### src/sv/wrp_pkg.sv
// wrp_pkg: shared constants and types for the wall reflection point unit.
// Depends on nothing; imported by the divider and the top level.
package wrp_pkg;

   localparam int COORD_W          = 16;
   localparam int DIFF_W           = COORD_W + 1;
   localparam int DEN_W            = COORD_W + 2;
   localparam int PROD_W           = 2 * DIFF_W;
   // Every term shares one scale, so the fraction width never enters the arithmetic.
   localparam int COORD_FRAC_BITS  = 8;

   localparam logic [0:0] REG_WALL_POSITION = 1'b0;
   localparam logic [0:0] REG_WALL_PLANE    = 1'b1;

   localparam logic [1:0] PLANE_XZ = 2'd0;
   localparam logic [1:0] PLANE_YZ = 2'd1;
   localparam logic [1:0] PLANE_XY = 2'd2;
   localparam logic [1:0] PLANE_NONE = 2'd3;

   localparam logic signed [COORD_W-1:0] COORD_MAX_C = 16'sh7FFF;
   localparam logic signed [COORD_W-1:0] COORD_MIN_C = -16'sh8000;

   typedef logic signed [COORD_W-1:0] coord_type;

   // Sideband that travels alongside the divider with each request.
   typedef struct packed {
      logic [1:0]  plane;
      logic        zero;
      coord_type   pos;
      coord_type   mic_a;
      coord_type   mic_b;
   } side_type;

endpackage

### src/sv/wrp_div.sv
// wrp_div: pipelined signed restoring divider, one quotient bit per stage.
// Depends on wrp_pkg. Quotient truncates toward zero; divisor must be nonzero.
module wrp_div #(
   parameter int NUM_W = 34,
   parameter int DEN_W = 18
) (
   input  logic                    clock,
   input  logic                    advance,
   input  logic signed [NUM_W-1:0] num,
   input  logic signed [DEN_W-1:0] den,
   output logic signed [NUM_W-1:0] quo
);
   import wrp_pkg::*;

   localparam int STG = NUM_W;

   logic [NUM_W-1:0] rem_ff [STG+1];
   logic [NUM_W-1:0] q_ff   [STG+1];
   logic [DEN_W-1:0] d_ff   [STG+1];
   logic             neg_ff [STG+1];
   logic [NUM_W-1:0] num_mag;
   logic [DEN_W-1:0] den_mag;

   assign num_mag = num[NUM_W-1] ? NUM_W'(-num) : NUM_W'(num);
   assign den_mag = den[DEN_W-1] ? DEN_W'(-den) : DEN_W'(den);

   always_ff @(posedge clock) begin
      if (advance) begin
         rem_ff[0] <= '0;
         q_ff[0]   <= num_mag;
         d_ff[0]   <= den_mag;
         neg_ff[0] <= num[NUM_W-1] ^ den[DEN_W-1];
      end
   end

   // One quotient bit per stage: shift the next dividend bit in, try subtract.
   for (genvar s = 0; s < STG; s++) begin : g_stage
      logic [NUM_W:0]   trial;
      logic [NUM_W-1:0] rem_in;
      logic [NUM_W-1:0] q_in;
      always_comb begin
         trial  = {rem_ff[s], q_ff[s][NUM_W-1]} - {(NUM_W+1-DEN_W)'(0), d_ff[s]};
         if (trial[NUM_W]) begin
            rem_in = {rem_ff[s][NUM_W-2:0], q_ff[s][NUM_W-1]};
            q_in   = {q_ff[s][NUM_W-2:0], 1'b0};
         end else begin
            rem_in = trial[NUM_W-1:0];
            q_in   = {q_ff[s][NUM_W-2:0], 1'b1};
         end
      end
      always_ff @(posedge clock) begin
         if (advance) begin
            rem_ff[s+1] <= rem_in;
            q_ff[s+1]   <= q_in;
            d_ff[s+1]   <= d_ff[s];
            neg_ff[s+1] <= neg_ff[s];
         end
      end
   end

   assign quo = neg_ff[STG] ? NUM_W'(-q_ff[STG]) : NUM_W'(q_ff[STG]);

endmodule
### config.mk
export PLATFORM = sky130hd
export DESIGN_NAME = wrp_div
export DESIGN_NICKNAME = d
export VERILOG_FILES = /design/src/sv/wrp_pkg.sv /design/src/sv/wrp_div.sv
export SDC_FILE = /design/constraint.sdc
export NUM_CORES = 2
export LEC_CHECK = 0
export BUFFER_PORTS_ARGS = -buffer_cell sky130_fd_sc_hd__buf_4
export CELL_PAD_IN_SITES_DETAIL_PLACEMENT = 0
export CELL_PAD_IN_SITES_GLOBAL_PLACEMENT = 2
export CORE_MARGIN = 1
export CORE_UTILIZATION = 35
export DETAILED_ROUTE_END_ITERATION = 6
export GPL_ROUTABILITY_DRIVEN = 1
export PLACE_DENSITY = 0.76
export SKIP_CTS_REPAIR_TIMING = 1
export SLEW_MARGIN = 20
export SYNTH_ARGS = -nofsm -noshare
export SYNTH_HDL_FRONTEND = slang
export SYNTH_SLANG_ARGS = --single-unit
export TNS_END_PERCENT = 50
### constraint.sdc
create_clock -name clock -period 3.7 [get_ports clock]
set_input_delay 0.185 -clock clock [delete_from_list [all_inputs] [get_ports clock]]
set_output_delay 0.185 -clock clock [all_outputs]
set_load 0.01 [all_outputs]
==> impl_metrics.json <==
{
  "power.density_nw_per_um2": 561.9,
  "peakVddDrop_v": 0.0003489,
  "outcome": "finished, violations left",
  "synth_top_area_share": 0.6481,
  "die_x_um": 627.9,
  "rsz0062_at_grt": "true",
  "cts_num_sinks": 2959,
  "track_usage": 0.1402,
  "synth_cell_type_count": 93,
  "ys.flop_type": "edfxtp_1",
  "htree_num_levels": 5,
  "worstPathArrival_ps": 3820,
  "cts_tree": "yes",
  "cts_root_buffer": "clkbuf_16",
  "setup-violations-final": 10,
  "vias": 81450,
  "grt_pass1_vias": 78830,
  "async_flop_share": 0,
  "wirelength_mm": 285.3,
  "yosys.area.top_type": "edfxtp_1",
  "grt_max_degree": 159,
  "critical_path_class": "reg2out",
  "grt_pass1_wl_mm": 444.5,
  "crit_required_ps": 3510,
  "cts_buffers": 335,
  "portBuffers": 87,
  "hold_viol": 0,
  "timing.hold.ws_ps": 118.7,
  "slew_headroom": 0.3303,
  "cp_max_fo": 4,
  "cp-end-kind": "output pin",
  "row_count": 229,
  "violations": "negative setup slack",
  "fin_cells": 16500,
  "cap_violations": 0,
  "areaGrowthSynthToFinish_pct": 16.89,
  "holdCritPathClass": "in2reg",
  "drt_iter0_markers": 5599,
  "dp.cells": 15770,
  "fin_ws_ps": -300.0,
  "synth_area_um2": 137100,
  "seq_area_frac_synth": 0.6481,
  "clockBufferDepth": 4,
  "clock_latency_ps": 920,
  "layout.nets": 11730,
  "power_mw": 90.06,
  "yosys_register_bits": 2959,
  "p_leak_nw": 59.99,
  "synth_edf_count": 2959,
  "start_kind": "flop",
  "antenna_found_initial": 9,
  "synth.area.top_cells": "edfxtp_1 (65%), ha_1 (5.5%), xnor2_1 (3.4%), xor2_1 (3.1%), o21ai_0 (2.2%)",
  "pin_count": 88,
  "place_congestion": 0.8495,
  "drv_slew": 0,
  "yosys_warnings": 0,
  "viasPerCell": 4.936,
  "antenna_left": 0,
  "worstMarginPinSlew_ps": 1002,
  "synth.avg_cell_area_um2": 13.38,
  "wl_per_cell_um": 17.29,
  "layout_commonest_cell": "edfxtp_1",
  "drive_gt1_frac": 0.1276,
  "die_height_um": 627.9,
  "dpl.hpwl_mm": 203.4,
  "path_clk_slew_ps": 60,
  "grt-ovfl-total": 0,
  "firstDrtPassIters": 6,
  "fin_crit_sh": 1.081,
  "syn_inst": 10250,
  "dieArea_um2": 394200,
  "skew_ps": 47.92,
  "initial_utilization": 0.3521,
  "core_um2": 389400,
  "route.detailed.drc": 0,
  "max_freq_mhz": 250.0,
  "mostFrequentLayoutCells": "edfxtp_1 (2959), inv_1 (767), nand2_1 (742)",
  "finalCriticalPeriod_ps": 4000
}
[synth_stat cells, types with 20 or more instances]
cell type and instances:
nor2_1 458, xnor2_1 540, o211ai_1 37, a21boi_0 27, o21a_1 121, a21o_1 199, nor4b_1 27, mux2i_1 28
o41ai_1 20, nand3b_1 33, or2_2 47, o2111ai_1 26, nand3_1 142, nor3b_1 27, o21ai_0 595, clkbuf_1 132
fa_1 32, xor2_1 487, a211oi_1 53, mux2_2 186, ha_1 598, inv_1 769, a21oi_1 424, nor4_1 163
o21bai_1 33, and3_1 58, nand4_1 58, o31a_1 48, and2_1 41, nand2_1 743, a211o_1 26, o31ai_1 96
a31oi_1 58, nor3_1 230, or4_1 106, or3_1 103, nor2b_1 104, edfxtp_1 2959, nand2b_1 133
[metrics by stage]
| step | setup slack, ps | setup TNS (ps) | instance area (um^2) | util |
|---|---|---|---|---|
| after detailed placement | -316.9 | -6631 | 147500 | 0.3787 |
| after global placement | -302.6 | -5101 | 147500 | 0.3787 |
| after floorplan | -69.89 | -296.4 | 137300 | - |
| final | -300.0 | -1368 | 160300 | 0.4116 |
| after global routing | -458.1 | -4499 | 160300 | 0.4116 |
| after CTS | -794.0 | -15910 | 157900 | 0.4055 |
[metal layers]
layer  track usage  vias up  share of wire
li1              -    39870              -
met1        0.2038    39530           0.48
met2        0.2182     1590           0.44
met3       0.01936      454          0.046
met4       0.03918        0          0.025
met5             0        -              0
[final cells by class]
cell class / count / area, um^2
clock buffer: 416 / 8793
multi-input combinational: 6354 / 45950
fill: 35810 / 229100
tap: 5197 / 6502
antenna: 2 / 5.005
inverter: 773 / 2905
sequential: 2959 / 88860
clock inverter: 177 / 1649
timing repair buffer: 622 / 5608
[worst max-delay path: stages, from the launching register on]
cell      delay (ps)
edfxtp_1         400
or4_4            580
nor3_4           240
nand3_2          110
or3_4            450
nor2b_4          130
nand3b_1         100
buf_6            170
o41ai_4          220
xnor2_1          150
buf_4            220
buf_6            120
[registers in the layout, indices dropped and copies added (netlist names)]
name / flops
q_ff: 1190
neg_ff: 35
d_ff: 612
rem_ff: 1122
[power breakdown]
part / total [mW] / switching, mW / internal (mW)
combinational: 15.6 / 8.77 / 6.80
sequential: 42.7 / 1.88 / 40.8
clock: 31.8 / 13.2 / 18.6
total: 90.1 / 23.9 / 66.2
[logic make-up after synthesis]
logic type               synth area share
flip-flops                         0.6481
multiplexers                      0.01740
buffers and inverters             0.02629
XOR/XNOR                          0.06596
AND/OR/NAND/NOR                   0.09390
adder cells (fa/ha/maj)           0.05924
other                          0.00002735
AO/OA/AOI/OAI                     0.08909
[final timing paths]
check | from | endpoint | slack, ps | cells past startpoint
setup / recovery | q_ff[34][8]$_DFFE_PP_ | quo[28] | -300 | 11
hold reg to reg | q_ff[18][2]$_DFFE_PP_ | q_ff[19][3]$_DFFE_PP_ | 390 | 0
hold / removal | den[0] | d_ff[0][0]$_DFFE_PP_ | 120 | 2
setup reg to reg | rem_ff[29][19]$_DFFE_PP_ | rem_ff[30][31]$_DFFE_PP_ | -90 | 9
Note: power is estimated with default switching activity, not from simulation.
